`src/tma_pkg.sv`:
```
`default_nettype none
// ----------------------------------------------------------------------------
// tma_pkg
// Types and fixed constants shared by the moving average controller and
// datapath.
// ----------------------------------------------------------------------------
package tma_pkg;

    localparam int ADC_W   = 10;
    localparam int T_W     = 14;
    localparam int MEAN_W  = 14;
    localparam int WHOLE_W = 10;
    localparam int DIGIT_W = 5;

    localparam int PROD_W = 23;
    localparam logic [PROD_W-1:0] FULL_SCALE_MV = 23'd5000;

    // floor(p / 1023) = (p * MV_RECIP) >> MV_SHIFT for every p below 2^23.
    localparam int RECIP_W  = 24;
    localparam int MV_PROD_W = PROD_W + RECIP_W;
    localparam int MV_SHIFT = 33;
    localparam int MV_W     = 13;
    localparam logic [RECIP_W-1:0] MV_RECIP = 24'd8396809;
    localparam logic signed [T_W-1:0] OFFSET_MV = 14'sd500;

    localparam int T_MAX = 4500;
    localparam int MAG_W = 13;

    // floor(m / 10) = (m * TEN_RECIP) >> TEN_SHIFT for every m below 2^13.
    localparam int TEN_RECIP_W = 14;
    localparam int TEN_PROD_W  = MAG_W + TEN_RECIP_W;
    localparam int TEN_SHIFT   = 17;
    localparam int WMAG_W      = 9;
    localparam int DMAG_W      = 4;
    localparam logic [TEN_RECIP_W-1:0] TEN_RECIP = 14'd13108;
    localparam logic [MAG_W-1:0] TENTHS_PER_DEGREE = 13'd10;

    typedef enum logic [2:0] {
        S_IDLE,
        S_CONV,
        S_FILL,
        S_UPD,
        S_DIV1,
        S_DIV2,
        S_OUT
    } t_state;

    typedef struct packed {
        logic load;
        logic conv;
        logic fill_wr;
        logic upd;
        logic div1;
        logic div2;
        logic out_load;
    } t_cmd;

    typedef struct packed {
        logic is_fill;
        logic fill_last;
        logic out_free;
    } t_status;

endpackage
`default_nettype wire

```
`src/tma_ctrl.sv`:
```
`default_nettype none
// ----------------------------------------------------------------------------
// tma_ctrl
// Sequencer that walks one transaction through conversion, then either a fill
// sweep or a store update, mean division and the output register.
// ----------------------------------------------------------------------------
module tma_ctrl (
    input  wire logic            i_clk,
    input  wire logic            i_rst_n,
    input  wire logic            i_valid,
    output logic                 o_ready,
    input  wire tma_pkg::t_status i_status,
    output tma_pkg::t_cmd        o_cmd
);

    tma_pkg::t_state r_state;
    tma_pkg::t_state n_state;

    always_ff @(posedge i_clk) begin
        if (!i_rst_n) begin
            r_state <= tma_pkg::S_IDLE;
        end else begin
            r_state <= n_state;
        end
    end

    always_comb begin
        n_state = r_state;
        case (r_state)
            tma_pkg::S_IDLE: begin
                if (i_valid) begin
                    n_state = tma_pkg::S_CONV;
                end
            end
            tma_pkg::S_CONV: begin
                if (i_status.is_fill) begin
                    n_state = tma_pkg::S_FILL;
                end else begin
                    n_state = tma_pkg::S_UPD;
                end
            end
            tma_pkg::S_FILL: begin
                if (i_status.fill_last) begin
                    n_state = tma_pkg::S_IDLE;
                end
            end
            tma_pkg::S_UPD:  n_state = tma_pkg::S_DIV1;
            tma_pkg::S_DIV1: n_state = tma_pkg::S_DIV2;
            tma_pkg::S_DIV2: n_state = tma_pkg::S_OUT;
            tma_pkg::S_OUT: begin
                if (i_status.out_free) begin
                    n_state = tma_pkg::S_IDLE;
                end
            end
            default: n_state = tma_pkg::S_IDLE;
        endcase
    end

    always_comb begin
        o_ready = 1'b0;
        o_cmd   = '0;
        case (r_state)
            tma_pkg::S_IDLE: begin
                o_ready    = 1'b1;
                o_cmd.load = i_valid;
            end
            tma_pkg::S_CONV: o_cmd.conv    = 1'b1;
            tma_pkg::S_FILL: o_cmd.fill_wr = 1'b1;
            tma_pkg::S_UPD:  o_cmd.upd     = 1'b1;
            tma_pkg::S_DIV1: o_cmd.div1    = 1'b1;
            tma_pkg::S_DIV2: o_cmd.div2    = 1'b1;
            tma_pkg::S_OUT:  o_cmd.out_load = i_status.out_free;
            default: o_cmd = '0;
        endcase
    end

endmodule
`default_nettype wire

```
`src/tma_dp.sv`:
```
`default_nettype none
// ----------------------------------------------------------------------------
// tma_dp
// Datapath: code to tenths conversion, sample ring memory with valid bits,
// running sum, mean and digit split by reciprocal multiplication, and the
// output register.
// ----------------------------------------------------------------------------
module tma_dp #(
    parameter int DEPTH = 16
) (
    input  wire logic                          i_clk,
    input  wire logic                          i_rst_n,
    input  wire logic                          i_mode,
    input  wire logic [tma_pkg::ADC_W-1:0]     i_adc_code,
    input  wire tma_pkg::t_cmd                 i_cmd,
    output tma_pkg::t_status                   o_status,
    output logic                               o_valid,
    input  wire logic                          i_ready,
    output logic signed [tma_pkg::MEAN_W-1:0]  o_mean_tenths,
    output logic signed [tma_pkg::WHOLE_W-1:0] o_whole_degrees,
    output logic signed [tma_pkg::DIGIT_W-1:0] o_tenths_digit
);

    localparam int IDX_W  = (DEPTH > 1) ? $clog2(DEPTH) : 1;
    localparam int SMAG_W = $clog2(DEPTH * tma_pkg::T_MAX + 1);
    localparam int SUM_W  = SMAG_W + 1;
    localparam int SD     = SMAG_W + $clog2(DEPTH);
    localparam longint unsigned MD_L = ((64'd1 << SD) + DEPTH - 1) / DEPTH;
    localparam logic [SD:0] MD = (SD + 1)'(MD_L);
    localparam int QP_W   = SMAG_W + SD + 1;
    localparam logic signed [SUM_W-1:0] DEPTH_S = SUM_W'(DEPTH);
    localparam logic [IDX_W-1:0] IDX_LAST = IDX_W'(DEPTH - 1);

    logic signed [tma_pkg::T_W-1:0] r_mem [DEPTH];
    logic [DEPTH-1:0] r_vld;

    logic                              r_mode;
    logic [tma_pkg::PROD_W-1:0]        r_prod;
    logic signed [tma_pkg::T_W-1:0]    r_t;
    logic signed [tma_pkg::T_W-1:0]    r_old_raw;
    logic                              r_old_vld;
    logic [IDX_W-1:0]                  r_idx;
    logic [IDX_W-1:0]                  r_fill_cnt;
    logic signed [SUM_W-1:0]           r_sum;
    logic                              r_neg;
    logic [QP_W-1:0]                   r_qprod;
    logic [tma_pkg::MAG_W-1:0]         r_mag;
    logic [tma_pkg::TEN_PROD_W-1:0]    r_p10;
    logic                              r_out_valid;
    logic signed [tma_pkg::MEAN_W-1:0]  r_mean;
    logic signed [tma_pkg::WHOLE_W-1:0] r_whole;
    logic signed [tma_pkg::DIGIT_W-1:0] r_digit;

    logic [tma_pkg::MV_PROD_W-1:0]     w_mv_prod;
    logic [tma_pkg::MV_W-1:0]          w_mv;
    logic signed [tma_pkg::T_W-1:0]    w_t;
    logic signed [tma_pkg::T_W-1:0]    w_old;
    logic [SMAG_W-1:0]                 w_abs;
    logic [tma_pkg::MAG_W-1:0]         w_mean_mag;
    logic [tma_pkg::WMAG_W-1:0]        w_whole_mag;
    logic [tma_pkg::MAG_W-1:0]         w_digit_wide;
    logic [tma_pkg::DMAG_W-1:0]        w_digit_mag;
    logic                              w_out_free;

    assign w_mv_prod = tma_pkg::MV_PROD_W'(r_prod) * tma_pkg::MV_PROD_W'(tma_pkg::MV_RECIP);
    assign w_mv      = w_mv_prod[tma_pkg::MV_SHIFT +: tma_pkg::MV_W];
    assign w_t       = $signed({1'b0, w_mv}) - tma_pkg::OFFSET_MV;
    assign w_old     = r_old_vld ? r_old_raw : '0;
    assign w_abs     = r_sum[SUM_W-1] ? SMAG_W'(-r_sum) : SMAG_W'(r_sum);
    assign w_mean_mag  = r_qprod[SD +: tma_pkg::MAG_W];
    assign w_whole_mag = r_p10[tma_pkg::TEN_SHIFT +: tma_pkg::WMAG_W];
    assign w_digit_wide = r_mag - tma_pkg::MAG_W'(w_whole_mag) * tma_pkg::TENTHS_PER_DEGREE;
    assign w_digit_mag  = w_digit_wide[tma_pkg::DMAG_W-1:0];
    assign w_out_free   = !r_out_valid || i_ready;

    assign o_status.is_fill   = r_mode;
    assign o_status.fill_last = (r_fill_cnt == IDX_LAST);
    assign o_status.out_free  = w_out_free;

    always_ff @(posedge i_clk) begin
        if (!i_rst_n) begin
            r_vld       <= '0;
            r_idx       <= '0;
            r_sum       <= '0;
            r_out_valid <= 1'b0;
        end else begin
            if (i_cmd.fill_wr) begin
                r_vld[r_fill_cnt] <= 1'b1;
                r_sum             <= SUM_W'(r_t) * DEPTH_S;
            end else if (i_cmd.upd) begin
                r_vld[r_idx] <= 1'b1;
                r_sum        <= r_sum - SUM_W'(w_old) + SUM_W'(r_t);
                r_idx        <= (r_idx == IDX_LAST) ? '0 : r_idx + 1'b1;
            end
            if (i_cmd.out_load) begin
                r_out_valid <= 1'b1;
            end else if (i_ready) begin
                r_out_valid <= 1'b0;
            end
        end
    end

    always_ff @(posedge i_clk) begin
        if (i_cmd.fill_wr) begin
            r_mem[r_fill_cnt] <= r_t;
        end else if (i_cmd.upd) begin
            r_mem[r_idx] <= r_t;
        end
        if (i_cmd.load) begin
            r_old_raw <= r_mem[r_idx];
        end
    end

    always_ff @(posedge i_clk) begin
        if (i_cmd.load) begin
            r_mode    <= i_mode;
            r_prod    <= tma_pkg::PROD_W'(i_adc_code) * tma_pkg::FULL_SCALE_MV;
            r_old_vld <= r_vld[r_idx];
        end
        if (i_cmd.conv) begin
            r_t        <= w_t;
            r_fill_cnt <= '0;
        end else if (i_cmd.fill_wr) begin
            r_fill_cnt <= r_fill_cnt + 1'b1;
        end
        if (i_cmd.div1) begin
            r_neg   <= r_sum[SUM_W-1];
            r_qprod <= QP_W'(w_abs) * QP_W'(MD);
        end
        if (i_cmd.div2) begin
            r_mag <= w_mean_mag;
            r_p10 <= tma_pkg::TEN_PROD_W'(w_mean_mag) * tma_pkg::TEN_PROD_W'(tma_pkg::TEN_RECIP);
        end
        if (i_cmd.out_load) begin
            if (r_neg) begin
                r_mean  <= -$signed({1'b0, r_mag});
                r_whole <= -$signed({1'b0, w_whole_mag});
                r_digit <= -$signed({1'b0, w_digit_mag});
            end else begin
                r_mean  <= $signed({1'b0, r_mag});
                r_whole <= $signed({1'b0, w_whole_mag});
                r_digit <= $signed({1'b0, w_digit_mag});
            end
        end
    end

    assign o_valid         = r_out_valid;
    assign o_mean_tenths   = r_mean;
    assign o_whole_degrees = r_whole;
    assign o_tenths_digit  = r_digit;

endmodule
`default_nettype wire

```
`src/temperature_moving_average.sv`:
```
`default_nettype none
// ----------------------------------------------------------------------------
// temperature_moving_average
// Boxcar moving average of converter readings in tenths of a degree.
// ----------------------------------------------------------------------------
// The input channel (i_valid / o_ready) carries a mode bit and a 10-bit
// converter code. A sample transaction replaces the oldest of DEPTH stored
// readings and produces one result transaction on the output channel
// (o_valid / i_ready): the window mean, whole degrees and a signed tenths
// digit. A fill transaction writes its reading into every slot and produces
// no result.
// After acceptance a sample passes the states CONV, UPD, DIV1, DIV2 and OUT,
// and the next transaction is accepted once the output register is loaded.
// The conversion, the store update and the two reciprocal multiplications of
// the mean and its split each have their own state of the sequencer.
// A fill passes CONV and then FILL, which writes one slot per cycle through
// the ring memory write port.
// Reset clears the ring index, the running sum, the output valid flag and the
// valid bit of every slot, so all slots read as zero after reset.
// When the receiver stalls, the result waits in the output register while the
// next transaction is accepted; a following result waits until it is taken.
// ----------------------------------------------------------------------------
module temperature_moving_average #(
    parameter int DEPTH = 16
) (
    input  wire logic                          i_clk,
    input  wire logic                          i_rst_n,
    input  wire logic                          i_valid,
    output logic                               o_ready,
    input  wire logic                          i_mode,
    input  wire logic [tma_pkg::ADC_W-1:0]     i_adc_code,
    output logic                               o_valid,
    input  wire logic                          i_ready,
    output logic signed [tma_pkg::MEAN_W-1:0]  o_mean_tenths,
    output logic signed [tma_pkg::WHOLE_W-1:0] o_whole_degrees,
    output logic signed [tma_pkg::DIGIT_W-1:0] o_tenths_digit
);

    tma_pkg::t_cmd    w_cmd;
    tma_pkg::t_status w_status;

    tma_ctrl u_ctrl (
        .i_clk    (i_clk),
        .i_rst_n  (i_rst_n),
        .i_valid  (i_valid),
        .o_ready  (o_ready),
        .i_status (w_status),
        .o_cmd    (w_cmd)
    );

    tma_dp #(
        .DEPTH (DEPTH)
    ) u_dp (
        .i_clk           (i_clk),
        .i_rst_n         (i_rst_n),
        .i_mode          (i_mode),
        .i_adc_code      (i_adc_code),
        .i_cmd           (w_cmd),
        .o_status        (w_status),
        .o_valid         (o_valid),
        .i_ready         (i_ready),
        .o_mean_tenths   (o_mean_tenths),
        .o_whole_degrees (o_whole_degrees),
        .o_tenths_digit  (o_tenths_digit)
    );

endmodule
`default_nettype wire

```
`config.mk`:
```
export PLATFORM = sky130hd
export DESIGN_NAME = temperature_moving_average
export DESIGN_NICKNAME = d
export VERILOG_FILES = /design/src/tma_pkg.sv /design/src/tma_ctrl.sv /design/src/tma_dp.sv /design/src/temperature_moving_average.sv
export SDC_FILE = /design/constraint.sdc
export NUM_CORES = 1
export LEC_CHECK = 0
export BUFFER_PORTS_ARGS = -buffer_cell sky130_fd_sc_hd__buf_2
export CORE_ASPECT_RATIO = 1.5
export CORE_MARGIN = 1
export CORE_UTILIZATION = 50
export DETAILED_ROUTE_END_ITERATION = 10
export PLACE_DENSITY_LB_ADDON = 0.25
export SETUP_SLACK_MARGIN = 0.4
export SYNTH_ARGS = -nofsm -noshare
export SYNTH_HDL_FRONTEND = slang
export SYNTH_SLANG_ARGS = --single-unit
```
`constraint.sdc`:
```
create_clock -name i_clk -period 5.3 [get_ports i_clk]
set_input_delay 0.795 -clock i_clk [delete_from_list [all_inputs] [get_ports i_clk]]
set_output_delay 0.795 -clock i_clk [all_outputs]
set_load 0.02 [all_outputs]
```
==> flow_summary.ini <==
[layout]
final_common_cell = edfxtp_1
antenna_cells = 0
areaGrowthSynthToFinish_pct = 14.2
layout-drive-gt1-share_pct = 18.4
most-common-layout-cells = 338 x edfxtp_1, 252 x ha_1, 214 x inv_1
num-nets-final = 2262

[floorplan]
rows = 96
die_h_um = 266
die_x_um = 178
core_area_sq_mm = 0.0458
initial_core_util_pct = 50.8
dieArea_sq_mm = 0.0474
pin_count = 46

[routing]
first_iter_violations = 733
drt_first_pass_iters = 4
drc = 0
wl_mm = 51.4
routedWlPerCell_um = 20.7
vias = 14400
via_per_inst = 5.78
ant_nets = 0

[yosys]
syn_nets = 2154
async_flop_share_pct = 0
ys_types = 74
synth_edf_count = 338
synth-seq-area-share_pct = 47.6
ys_seq_elements = 384
yosysWarnings = 0
ys.flop_type = edfxtp_1
syn-cell-area_sq_mm = 0.0233
avgSynthCellArea_sq_um = 13.2
syn_inst = 1758

[global_routing]
grt_pass1_vias = 15300
grt_max_degree = 50
antenna_found_initial = 0
grt_overflow_total = 0
grt_use_total_pct = 22.2
grt_pass1_wl_mm = 79.9

[worst_setup_path]
critical_path_required_ns = 5.60
end_kind = flip-flop
start_kind = flip-flop
critical_path_class = reg2reg
arrival_ns = 5.26
cp_max_fo = 3

[timing]
whs_ns = 0.409
rsz0062_at_grt = true
period_share_pct = 93.5
drv_slew = 0
maxSlewHeadroom_pct = 21.1
period_needed_ns = 4.95
worst_pin_slew_ns = 1.18
finalSetupViolCount = 0
hold_viol_final = 0
tns_ns = 0
fmax_mhz = 202
skew_ns = 0.0207

[place]
numPortBuffers = 45
hpwl_mm = 36.2
gp_congestion = 0.894

[power_and_ir_drop]
totalPowerFinal_uw = 16000
power.leakage_uw = 0.0105
irDropWorstVdd_v = 0.000482
cellPowerDensity_mw_per_mm2 = 603

[clocking]
clock_sinks = 384
clk-insertion-delay-late_ns = 0.57
cts_root_buf = clkbuf_16
cts-buffers-inserted = 38
cts_hold_buf = 0
cts_buffer_depth = 3
path_clk_slew_ns = 0.07
cts_max_level = 2
cts_tree = done

[job]
drv_cap = 0

[status]
status = finished, final reports clean

[min_path]
hold_class = in2reg
-- registers in the layout, summed over array words and instances (netlist names), 3 cells and up --
signal and count:
u_ctrl.r_state 3, u_dp.o_mean_tenths 13, u_dp.r_old_raw 14, u_dp.r_sum 18
u_dp.r_mem 224, u_dp.r_idx 4, u_dp.r_qprod 13, u_dp.r_fill_cnt 4
u_dp.r_prod 20, u_dp.r_p10 9, u_dp.o_tenths_digit 5, u_dp.r_vld 16
u_dp.o_whole_degrees 10, u_dp.r_mag 13, u_dp.r_t 14
-- routing by layer --
metal  part of all wire (%)  GRT usage (%)  up-vias  routed length [um]
li1                       -              -     6634                   -
met1                     35           23.0     7186               17900
met2                     56           43.1      376               28800
met3                    3.9           2.73      160                1990
met4                    5.1           11.1        0                2620
met5                      0              0        -                   0
-- cells by family after synthesis --
logic type | share of synthesized area, %
AOI/OAI and AO/OA | 7.06
xor gates and xnor gates | 3.43
adders and majority gates | 23.4
buffers and inverters | 4.39
DFF | 47.6
muxes | 7.70
and+or+nand+nor | 6.43
-- final timing paths --
path                   start        endpoint  slack [ns]  depth (start not counted)
max          u_dp.r_prod[10]    u_dp.r_t[12]        0.35                         21
min                   i_mode     u_dp.r_mode        0.41                          1
max reg2reg  u_dp.r_prod[10]    u_dp.r_t[12]        0.35                         21
min reg2reg   u_dp.r_vld[14]  u_dp.r_vld[14]        0.46                          1
-- final cells by class --
| cell class | instances | area [sq um] |
|---|---|---|
| Fill cell | 3540 | 19200 |
| Multi-Input combinational cell | 1104 | 11900 |
| Sequential cell | 384 | 11100 |
| Clock buffer | 43 | 980 |
| Inverter | 223 | 837 |
| Timing Repair Buffer | 115 | 766 |
| Tap cell | 588 | 736 |
| Clock inverter | 27 | 294 |
-- power by group --
part	switching, uW	internal (uW)	leakage, uW
Combinational	4720	4140	0.00646
Sequential	452	3970	0.00344
Clock	1220	1510	0.000626
Total	6390	9630	0.0105
-- cell usage after synthesis, drive strengths merged, types with 5 or more instances --
master	number	area, sq um
inv	223	837
xnor2	77	674
and2	25	156
xor2	14	123
mux2i	8	80.1
nor3	34	170
o211ai	10	88.8
and3	11	68.8
ha	293	3670
nand2	79	297
mux4	75	1690
o21a	22	165
a21oi	50	250
clkbuf	36	135
o22ai	12	75.1
a211oi	9	82.6
a31oi	10	62.6
a21o	13	97.6
nand4	9	56.3
dfxtp	46	921
nor2b	10	62.6
edfxtp	338	10100
o31a	7	61.3
a21boi	7	52.6
a2111oi	5	62.6
nand2b	12	75.1
o21ai	55	275
o31ai	7	52.6
fa	88	1760
o21bai	8	60.1
nand3	24	120
or3	11	70.1
nor2	66	248
buf	11	48.8
-- stage by stage --
step / utilization (%) / std cells / setup slack [ns] / cell area, sq um
floorplan: - / 1758 / 0.431 / 23400
global placement: 53.5 / 2386 / 0.249 / 24500
detailed placement: 53.5 / 2386 / 0.138 / 24500
CTS: 56.9 / 2470 / 0.313 / 26000
global route: 58.0 / 2484 / 0.205 / 26600
finish: 58.0 / 2484 / 0.345 / 26600
-- critical path, cell delays in order, from the launching register on --
cell and delay [ns]:
edfxtp_1 0.41, ha_2 0.22, ha_4 0.22, ha_4 0.16
fa_2 0.55, ha_4 0.13, inv_2 0.03, fa_1 0.34
inv_1 0.10, ha_4 0.22, a211oi_2 0.28, o21bai_2 0.11
a221oi_2 0.24, buf_4 0.18, o211ai_4 0.08, mux2i_1 0.19
and2_1 0.18, ha_2 0.23, a211oi_2 0.06, maj3_2 0.35
a2111oi_4 0.30, xor2_1 0.11
-- timing repair --
| item | in CTS | in global routing |
|---|---|---|
| pin swaps | 35 | 44 |
| endpoints found under the setup margin | 11 | 11 |
| buffers inserted | 14 | 14 |
| gates resized for setup | 25 | 57 |
Power figures use the tool's default switching activity.
